### src/ale_pkg.sv
// Shared types and constants for the array list engine.
package ale_pkg;

  localparam int unsigned DEPTH_DEF  = 16;
  localparam int unsigned DATA_W_DEF = 32;

  localparam int unsigned OP_W   = 3;
  localparam int unsigned CNT_W  = 5;
  localparam int unsigned STS_W  = 2;
  localparam int unsigned CNT_MAX = (1 << CNT_W) - 1;

  typedef enum logic [OP_W-1:0] {
    OP_INSERT = 3'd0,
    OP_APPEND = 3'd1,
    OP_REMOVE = 3'd2,
    OP_GET    = 3'd3,
    OP_UPDATE = 3'd4,
    OP_FIND   = 3'd5,
    OP_CLEAR  = 3'd6
  } opcode_e;

  typedef enum logic [STS_W-1:0] {
    ST_OK    = 2'd0,
    ST_RANGE = 2'd1,
    ST_FULL  = 2'd2
  } status_e;

  typedef enum logic [2:0] {
    S_IDLE,
    S_EXEC,
    S_WALK,
    S_GETW,
    S_FINAL,
    S_DONE
  } state_e;

  typedef struct packed {
    logic    busy;
    logic    done;
    logic    found;
    status_e status;
  } res_flags_t;

endpackage

### src/ale_mem.sv
// Slot store: one write port, one read port with registered read data.
module ale_mem #(
  parameter int unsigned DEPTH  = ale_pkg::DEPTH_DEF,
  parameter int unsigned DATA_W = ale_pkg::DATA_W_DEF
) (
  input  logic                     clk_i,
  input  logic                     we_i,
  input  logic [$clog2(DEPTH)-1:0] waddr_i,
  input  logic [DATA_W-1:0]        wdata_i,
  input  logic                     re_i,
  input  logic [$clog2(DEPTH)-1:0] raddr_i,
  output logic [DATA_W-1:0]        rdata_o
);
  import ale_pkg::*;

  logic [DATA_W-1:0] mem_q [DEPTH];
  logic [DATA_W-1:0] rdata_q;

  always_ff @(posedge clk_i) begin
    if (we_i) begin
      mem_q[waddr_i] <= wdata_i;
    end
    if (re_i) begin
      rdata_q <= mem_q[raddr_i];
    end
  end

  assign rdata_o = rdata_q;

endmodule

### src/ale_seq.sv
// Command sequencer: decodes a command and walks the slot store one slot a cycle.
module ale_seq #(
  parameter int unsigned DEPTH  = ale_pkg::DEPTH_DEF,
  parameter int unsigned DATA_W = ale_pkg::DATA_W_DEF
) (
  input  logic                       clk_i,
  input  logic                       rst_ni,
  input  logic                       start_i,
  input  logic [ale_pkg::OP_W-1:0]   opcode_i,
  input  logic [ale_pkg::CNT_W-1:0]  position_i,
  input  logic [DATA_W-1:0]          value_i,
  input  logic [ale_pkg::CNT_W-1:0]  capacity_i,
  input  logic                       cfg_we_i,
  input  logic [ale_pkg::CNT_W-1:0]  cfg_cap_i,
  output logic                       mem_we_o,
  output logic [$clog2(DEPTH)-1:0]   mem_waddr_o,
  output logic [DATA_W-1:0]          mem_wdata_o,
  output logic                       mem_re_o,
  output logic [$clog2(DEPTH)-1:0]   mem_raddr_o,
  input  logic [DATA_W-1:0]          mem_rdata_i,
  output logic [ale_pkg::CNT_W-1:0]  count_o,
  output logic [DATA_W-1:0]          read_value_o,
  output ale_pkg::res_flags_t        flags_o
);
  import ale_pkg::*;

  localparam int unsigned AW = $clog2(DEPTH);
  localparam logic [DATA_W-1:0] EMPTY_WORD = {DATA_W{1'b1}};

  state_e                 state_q, state_d;
  logic [OP_W-1:0]        op_q, op_d;
  logic [CNT_W-1:0]       pos_q, pos_d;
  logic [DATA_W-1:0]      val_q, val_d;
  logic [CNT_W-1:0]       count_q, count_d;
  logic [CNT_W-1:0]       idx_q, idx_d;
  logic [CNT_W-1:0]       end_q, end_d;
  logic [CNT_W-1:0]       pidx_q, pidx_d;
  logic                   issue_q, issue_d;
  logic                   pend_q, pend_d;
  logic                   found_q, found_d;
  status_e                status_q, status_d;
  logic [DATA_W-1:0]      rd_q, rd_d;

  logic [CNT_W-1:0] pos_m1;
  logic             is_full;
  logic             ins_pos_ok;
  logic             in_count;
  logic             in_cap;
  logic             walk_down;
  logic [DATA_W-1:0] walk_word;

  assign pos_m1     = pos_q - CNT_W'(1);
  assign is_full    = (count_q >= capacity_i);
  assign ins_pos_ok = (pos_q != '0) &&
                      ({1'b0, pos_q} <= ({1'b0, count_q} + (CNT_W+1)'(1)));
  assign in_count   = (pos_q != '0) && (pos_q <= count_q);
  assign in_cap     = (pos_q != '0) && (pos_q <= capacity_i);
  assign walk_down  = (op_q == OP_INSERT);
  // slots at or above the fill count hold no entry and read as empty
  assign walk_word  = (pidx_q < count_q) ? mem_rdata_i : EMPTY_WORD;

  // next state
  always_comb begin
    state_d = state_q;
    unique case (state_q)
      S_IDLE: begin
        if (start_i) state_d = S_EXEC;
      end
      S_EXEC: begin
        state_d = S_DONE;
        case (op_q)
          OP_INSERT: begin
            if (!is_full && ins_pos_ok) state_d = (pos_q <= count_q) ? S_WALK : S_FINAL;
          end
          OP_APPEND: begin
            if (!is_full) state_d = S_FINAL;
          end
          OP_REMOVE: begin
            if (in_count) state_d = (pos_q < count_q) ? S_WALK : S_FINAL;
          end
          OP_GET: begin
            if (in_cap) state_d = S_GETW;
          end
          OP_FIND: state_d = S_WALK;
          default: state_d = S_DONE;
        endcase
      end
      S_WALK: begin
        if (!issue_q) state_d = S_FINAL;
      end
      S_GETW:  state_d = S_DONE;
      S_FINAL: state_d = S_DONE;
      S_DONE:  state_d = S_IDLE;
      default: state_d = S_IDLE;
    endcase
  end

  // datapath and store control
  always_comb begin
    op_d        = op_q;
    pos_d       = pos_q;
    val_d       = val_q;
    count_d     = count_q;
    idx_d       = idx_q;
    end_d       = end_q;
    pidx_d      = pidx_q;
    issue_d     = issue_q;
    pend_d      = 1'b0;
    found_d     = found_q;
    status_d    = status_q;
    rd_d        = rd_q;
    mem_we_o    = 1'b0;
    mem_waddr_o = AW'(pos_m1);
    mem_wdata_o = val_q;
    mem_re_o    = 1'b0;
    mem_raddr_o = AW'(idx_q);

    unique case (state_q)
      S_IDLE: begin
        if (start_i) begin
          op_d  = opcode_i;
          pos_d = position_i;
          val_d = value_i;
        end
        // trim the list to a smaller capacity
        if (cfg_we_i && (count_q > cfg_cap_i)) count_d = cfg_cap_i;
      end
      S_EXEC: begin
        found_d  = 1'b0;
        rd_d     = '0;
        status_d = ST_OK;
        issue_d  = 1'b1;
        case (op_q)
          OP_INSERT: begin
            if (is_full)          status_d = ST_FULL;
            else if (!ins_pos_ok) status_d = ST_RANGE;
            idx_d = count_q - CNT_W'(1);
            end_d = pos_m1;
          end
          OP_APPEND: begin
            if (is_full) status_d = ST_FULL;
          end
          OP_REMOVE: begin
            if (!in_count) status_d = ST_RANGE;
            idx_d = pos_q;
            end_d = count_q - CNT_W'(1);
          end
          OP_GET: begin
            if (!in_cap) status_d = ST_RANGE;
            else begin
              mem_re_o    = 1'b1;
              mem_raddr_o = AW'(pos_m1);
            end
          end
          OP_UPDATE: begin
            if (!in_count) status_d = ST_RANGE;
            else           mem_we_o = 1'b1;
          end
          OP_FIND: begin
            idx_d = '0;
            end_d = capacity_i - CNT_W'(1);
          end
          OP_CLEAR: count_d = '0;
          default: ;
        endcase
      end
      S_WALK: begin
        // issue the next read
        if (issue_q) begin
          mem_re_o = 1'b1;
          pidx_d   = idx_q;
          pend_d   = 1'b1;
          if (idx_q == end_q) issue_d = 1'b0;
          else idx_d = walk_down ? (idx_q - CNT_W'(1)) : (idx_q + CNT_W'(1));
        end
        // retire the read issued last cycle
        if (pend_q) begin
          case (op_q)
            OP_INSERT: begin
              mem_we_o    = 1'b1;
              mem_waddr_o = AW'(pidx_q + CNT_W'(1));
              mem_wdata_o = mem_rdata_i;
            end
            OP_REMOVE: begin
              mem_we_o    = 1'b1;
              mem_waddr_o = AW'(pidx_q - CNT_W'(1));
              mem_wdata_o = mem_rdata_i;
            end
            OP_FIND: begin
              if (walk_word == val_q) found_d = 1'b1;
            end
            default: ;
          endcase
        end
      end
      S_GETW: begin
        rd_d = (pos_m1 < count_q) ? mem_rdata_i : EMPTY_WORD;
      end
      S_FINAL: begin
        case (op_q)
          OP_INSERT: begin
            mem_we_o = 1'b1;
            count_d  = count_q + CNT_W'(1);
          end
          OP_APPEND: begin
            mem_we_o    = 1'b1;
            mem_waddr_o = AW'(count_q);
            count_d     = count_q + CNT_W'(1);
          end
          OP_REMOVE: count_d = count_q - CNT_W'(1);
          default: ;
        endcase
      end
      S_DONE: ;
      default: ;
    endcase
  end

  always_ff @(posedge clk_i or negedge rst_ni) begin
    if (!rst_ni) begin
      state_q  <= S_IDLE;
      count_q  <= '0;
      issue_q  <= 1'b0;
      pend_q   <= 1'b0;
      found_q  <= 1'b0;
      status_q <= ST_OK;
    end else begin
      state_q  <= state_d;
      count_q  <= count_d;
      issue_q  <= issue_d;
      pend_q   <= pend_d;
      found_q  <= found_d;
      status_q <= status_d;
    end
  end

  always_ff @(posedge clk_i) begin
    op_q   <= op_d;
    pos_q  <= pos_d;
    val_q  <= val_d;
    idx_q  <= idx_d;
    end_q  <= end_d;
    pidx_q <= pidx_d;
    rd_q   <= rd_d;
  end

  assign count_o       = count_q;
  assign read_value_o  = rd_q;
  assign flags_o.busy   = (state_q != S_IDLE);
  assign flags_o.done   = (state_q == S_DONE);
  assign flags_o.found  = found_q;
  assign flags_o.status = status_q;

endmodule

### src/array_list_engine_unit.sv
// Throughput: one transaction at a time; busy stays high until the cycle after done_o.
// The walk reads one slot a cycle through the single read port of the slot store.
// Reset (async, active low): list empty, capacity min(5, DEPTH); store contents untouched,
// as slots at or above the fill count always read as empty. The receiver cannot stall.
module array_list_engine_unit #(
  parameter int unsigned DEPTH  = ale_pkg::DEPTH_DEF,
  parameter int unsigned DATA_W = ale_pkg::DATA_W_DEF
) (
  input  logic                              clk_i,
  input  logic                              rst_ni,
  input  logic                              start,
  output logic                              busy,
  input  logic                              cfg_we_i,
  input  logic [ale_pkg::CNT_W-1:0]         cfg_wdata_i,
  input  logic [ale_pkg::OP_W-1:0]          opcode_i,
  input  logic [ale_pkg::CNT_W-1:0]         position_i,
  input  logic signed [DATA_W-1:0]          value_i,
  output logic                              done_o,
  output logic signed [DATA_W-1:0]          read_value_o,
  output logic                              found_o,
  output logic [ale_pkg::CNT_W-1:0]         count_o,
  output logic                              is_full_o,
  output logic                              is_empty_o,
  output logic [ale_pkg::STS_W-1:0]         status_o
);
  import ale_pkg::*;

  localparam int unsigned AW = $clog2(DEPTH);
  // capacity never exceeds the built depth nor what the count field can hold
  localparam logic [CNT_W-1:0] CAP_MAX = CNT_W'((DEPTH < CNT_MAX) ? DEPTH : CNT_MAX);
  localparam logic [CNT_W-1:0] CAP_RST = CNT_W'((DEPTH < 5) ? DEPTH : 5);

  logic [CNT_W-1:0]  capacity_q, capacity_d;
  logic [CNT_W-1:0]  count;
  logic [DATA_W-1:0] read_value;
  res_flags_t        flags;

  logic              mem_we;
  logic [AW-1:0]     mem_waddr;
  logic [DATA_W-1:0] mem_wdata;
  logic              mem_re;
  logic [AW-1:0]     mem_raddr;
  logic [DATA_W-1:0] mem_rdata;

  // clamp the written capacity to 1..CAP_MAX
  always_comb begin
    capacity_d = capacity_q;
    if (cfg_we_i) begin
      if (cfg_wdata_i == '0)          capacity_d = CNT_W'(1);
      else if (cfg_wdata_i > CAP_MAX) capacity_d = CAP_MAX;
      else                            capacity_d = cfg_wdata_i;
    end
  end

  always_ff @(posedge clk_i or negedge rst_ni) begin
    if (!rst_ni) begin
      capacity_q <= CAP_RST;
    end else begin
      capacity_q <= capacity_d;
    end
  end

  ale_seq #(
    .DEPTH  (DEPTH),
    .DATA_W (DATA_W)
  ) u_seq (
    .clk_i        (clk_i),
    .rst_ni       (rst_ni),
    .start_i      (start),
    .opcode_i     (opcode_i),
    .position_i   (position_i),
    .value_i      (value_i),
    .capacity_i   (capacity_q),
    .cfg_we_i     (cfg_we_i),
    .cfg_cap_i    (capacity_d),
    .mem_we_o     (mem_we),
    .mem_waddr_o  (mem_waddr),
    .mem_wdata_o  (mem_wdata),
    .mem_re_o     (mem_re),
    .mem_raddr_o  (mem_raddr),
    .mem_rdata_i  (mem_rdata),
    .count_o      (count),
    .read_value_o (read_value),
    .flags_o      (flags)
  );

  ale_mem #(
    .DEPTH  (DEPTH),
    .DATA_W (DATA_W)
  ) u_mem (
    .clk_i   (clk_i),
    .we_i    (mem_we),
    .waddr_i (mem_waddr),
    .wdata_i (mem_wdata),
    .re_i    (mem_re),
    .raddr_i (mem_raddr),
    .rdata_o (mem_rdata)
  );

  // drive the result ports straight from the sequencer registers
  assign busy         = flags.busy;
  assign done_o       = flags.done;
  assign found_o      = flags.found;
  assign status_o     = flags.status;
  assign read_value_o = read_value;
  assign count_o      = count;
  assign is_full_o    = (count == capacity_q);
  assign is_empty_o   = (count == '0);

endmodule

### config.mk
export PLATFORM = sky130hd
export DESIGN_NAME = array_list_engine_unit
export DESIGN_NICKNAME = d
export VERILOG_FILES = /design/src/ale_pkg.sv /design/src/ale_mem.sv /design/src/ale_seq.sv /design/src/array_list_engine_unit.sv
export SDC_FILE = /design/constraint.sdc
export NUM_CORES = 1
export LEC_CHECK = 0
export BUFFER_PORTS_ARGS = -buffer_cell sky130_fd_sc_hd__buf_2
export CAP_MARGIN = 0
export CORE_ASPECT_RATIO = 1.2
export CORE_UTILIZATION = 40
export CTS_CLUSTER_SIZE = 25
export DETAILED_ROUTE_END_ITERATION = 7
export SETUP_SLACK_MARGIN = 0.3
export SYNTH_ARGS = -nofsm -noshare
export SYNTH_HDL_FRONTEND = slang
export SYNTH_SLANG_ARGS = --single-unit
### constraint.sdc
create_clock -name clk_i -period 6.78 [get_ports clk_i]
set_clock_uncertainty 0.05 [all_clocks]
set_input_delay 1.017 -clock clk_i [delete_from_list [all_inputs] [get_ports clk_i]]
set_output_delay 1.017 -clock clk_i [all_outputs]
set_load 0.02 [all_outputs]
==> metrics.md <==
| Metric | Value |
|---|---|
| Syn nets | 1852 |
| H-tree depth | 3 |
| Routed WL | 74700 µm |
| Total track usage | 21.9% |
| Max-slew headroom at the worst pin | 11.6% |
| Synth area leaders | edfxtp_1, mux2i_1, o22ai_1 |
| Syn Std Cell Area | 27100 µm² |
| Number of remaining DRC errors | 0 |
| Tcrit/Tclk final | 76.4% |
| Fillers | approximately 5800 |
| Remaining antenna violation count | 0 |
| Status | complete, no violations |
| Setup TNS | 0 ps |
| Clock Latency Late Sink | between 600 and 700 ps |
| Commonest cells in the synthesized netlist | edfxtp_1, mux2i_1, o22ai_1, nand2_1, clkbuf_1 |
| Worst path bufs/invs | 4 |
| Ratio of total power to cell area | about 380 nW/µm² |
| Share of layout cells above drive strength 1 | 14.7% |
| Worst r2r path cells | 11 |
| CTS tree | done |
| Crit start category | flip-flop |
| Initial antenna violation count | 3 |
| Clock-pin slew on the worst setup and hold paths | approximately 70 ps |
| Die Span Y | 287 µm |
| Sequential cell area | 19400 µm² |
| Post-synth cell types | 58 |
| TritonCTS buffer count | 68 |
| Crit path from | u_seq.state_q[2]$_DFFE_PN0P_ |
| Top delay family on crit path | simple AND/OR/NAND/NOR gates |
| CP Max Fanout | 37 |
| Postcts setup bufs | 0 |
| Final min period | 5180 ps |
| Yosys top cell area share | 69.9% |
| Site Rows | 104 |
| Worst Setup End Kind | flip-flop |
| Sink Count | 649 |
| RSZ-0062 raised after global routing | false |
| Chip Width | 240 µm |
| FF-to-FF Start | u_seq.state_q[2]$_DFFE_PN0P_ |
| Most frequent CP cell | buf_4 |
| Hold-fix buffers at CTS | 0 |
| # resized after CTS | 0 |
| Pin count of the biggest net entering global routing | 83 |
| Placed cell count | 2708 |
| Initial DRC Count | 1563 |
| Leak | 11.1 nW |
| Multi-input gate area | ~7500 µm² |
| Hold Crit Class | in2async |
| Sequential-to-total area share from yosys stat | 71.5% |
| Ys async rst share | 2.77% |
| GR Overflow Total | 0 |
| CORE AREA | between 60000 and 70000 µm² |
| Yosys reg bits | around 650 |
| Antenna diode count | 0 |
| TritonRoute pass-1 iters | 5 |
| Critical path depth | 11 |
| CP max stage delay | 800 ps |
| Post-Syn Instances | 1756 |
| Highest clock rate | between 150 and 200 MHz |
| Effective utilization at floorplan | 40.5% |
| Slowest stage cell, crit path | mux2i_4 |
| First-pass GRT wire length | roughly 110000 µm |
| Ys flop type | edfxtp_1 |
| CP Data Arrival Time | 5460 ps |
| Post-DP HPWL | approximately 44000 µm |
| Dominant cell type by area after synthesis | edfxtp_1 |
| Tightest Pin Transition | 1320 ps |
| Fin. max-slew vios | 0 |
| Max Cap Viol | 0 |
| Vias in the first global route | 16126 |
| Final core utilization | between 40% and 50% |
| Die Area | 68900 µm² |
| I/O Buffers | 92 |
| EDFF count, synth | around 630 |
| Synth Warn # | 0 |
| VDD IR max | 0.194 mV |
| Synth Area per Inst | ~15 µm² |
| Ports | 93 |
| Layout Nets | 1973 |
| Final Hold Fails | 0 |
| Vias per cell | 5.77 |
| Pwr Total | ~12 mW |
| Area Growth Syn to Fin | 15.5% |
| Root Buffer | clkbuf_16 |
| Non-filler cells, final | about 2800 |
| Final setup fails | 0 |
| Most common cell in the netlist | edfxtp_1 |
| Clk buf depth | 3 |
| Required @ worst endpoint | 7060 ps |
| Critical-path cell list | nand2b_1 -> inv_2 -> buf_4 -> nand2b_1 -> nor3_4 -> buf_4 -> mux2i_4 -> buf_4 -> mux2i_1 -> o22ai_1 -> or4_1 |
| RePlAce Congestion | between 0.9 and 1 |
| Vias | 16333 |
| WS Path Type | reg2reg |
| Hold slack | 338 ps |
| DR WL/cell | 26.4 µm |
==> flip-flops by register name, summed over array words and instances (netlist names) <==
name / count
u_mem.mem_q: 512
u_seq.end_q: 5
u_seq.state_q: 3
u_seq.pidx_q: 5
u_seq.status_q: 2
u_seq.issue_q: 1
u_seq.val_q: 32
u_seq.idx_q: 5
u_mem.rdata_o: 32
capacity_q: 5
u_seq.op_q: 3
u_seq.count_o: 5
u_seq.pend_q: 1
u_seq.read_value_o: 32
u_seq.pos_q: 5
u_seq.found_q: 1
==> metrics by stage <==
step,setup WS (ps),cell area (µm²)
finish,1600,31300
global route,1340,31300
CTS,1620,31300
detailed placement,1660,29000
global placement,1690,29000
floorplan,1520,27100
==> per-layer routing <==
metal,track usage (%),share of wire (%)
met1,28.3,41
met2,36.7,49
met3,3.76,7.1
met4,8.16,3.0
met5,0,0.017
==> worst register-to-register path: stages, from the launching register on <==
cell      delay, ps
dfrtp_1         470
nand2b_1        240
inv_2            70
buf_4           510
nand2b_1        510
nor3_4          290
buf_4           350
mux2i_4         810
buf_4           660
mux2i_1         310
o22ai_1         100
or4_1           550
==> layout by cell type (no fill, tap or decap), types with 20 or more instances in the layout <==
cell type / netlist / routed
a21oi_1: 29 / 28
buf_2: 30 / 92
buf_4: 1 / 44
clkbuf_16: 0 / 71
edfxtp_1: 631 / 631
ha_1: 45 / 45
inv_1: 37 / 37
mux2i_1: 259 / 258
nand2_1: 128 / 128
nor2_1: 36 / 36
nor3_1: 39 / 23
o21a_1: 43 / 43
o21ai_0: 33 / 31
o22ai_1: 140 / 140
or4_1: 32 / 32
xnor2_1: 20 / 20
==> power breakdown <==
group | switching (mW) | internal (mW)
clock network | 1.55 | 2.34
logic | 1.83 | 0.934
registers | 0.304 | 4.90
total | 3.68 | 8.18
==> kinds of logic (layout without fill, tap and decap cells) <==
logic type      Yosys count  in the layout  synth area share [%]
flops                   649            649                  71.5
fa+ha+maj                47             47                  2.22
mux                     263            263                  9.72
simple gates            316            316                  5.83
xor+xnor                 38             38                  1.23
compound gates          314            314                  7.53
buf+inv                 129            305                  1.94
==> path summary, 6_finish.rpt <==
path / slack (ps) / to
setup / recovery: 1600 / u_mem.rdata_o[10]$_DFFE_PP_
hold / removal: 340 / u_seq.pend_q$_DFF_PN0_
setup reg to reg: 1600 / u_mem.rdata_o[10]$_DFFE_PP_
hold reg to reg: 420 / u_seq.status_q[1]$_DFFE_PN0P_
max in group asynchronous: 5960 / capacity_q[2]$_DFF_PN1_
min in group clk_i: 420 / u_seq.status_q[1]$_DFFE_PN0P_
==> area by class of cell <==
| cell class | count | area share [%] |
|---|---|---|
| sequential | 649 | 61.9 |
| multi-input combinational | 978 | 23.8 |
| clock buffer | 85 | 5.84 |
| tap | 901 | 3.60 |
| timing repair buffer | 140 | 2.78 |
| clock inverter | 40 | 1.57 |
| inverter | 40 | 0.479 |
Note: power is estimated with default switching activity, not from simulation.
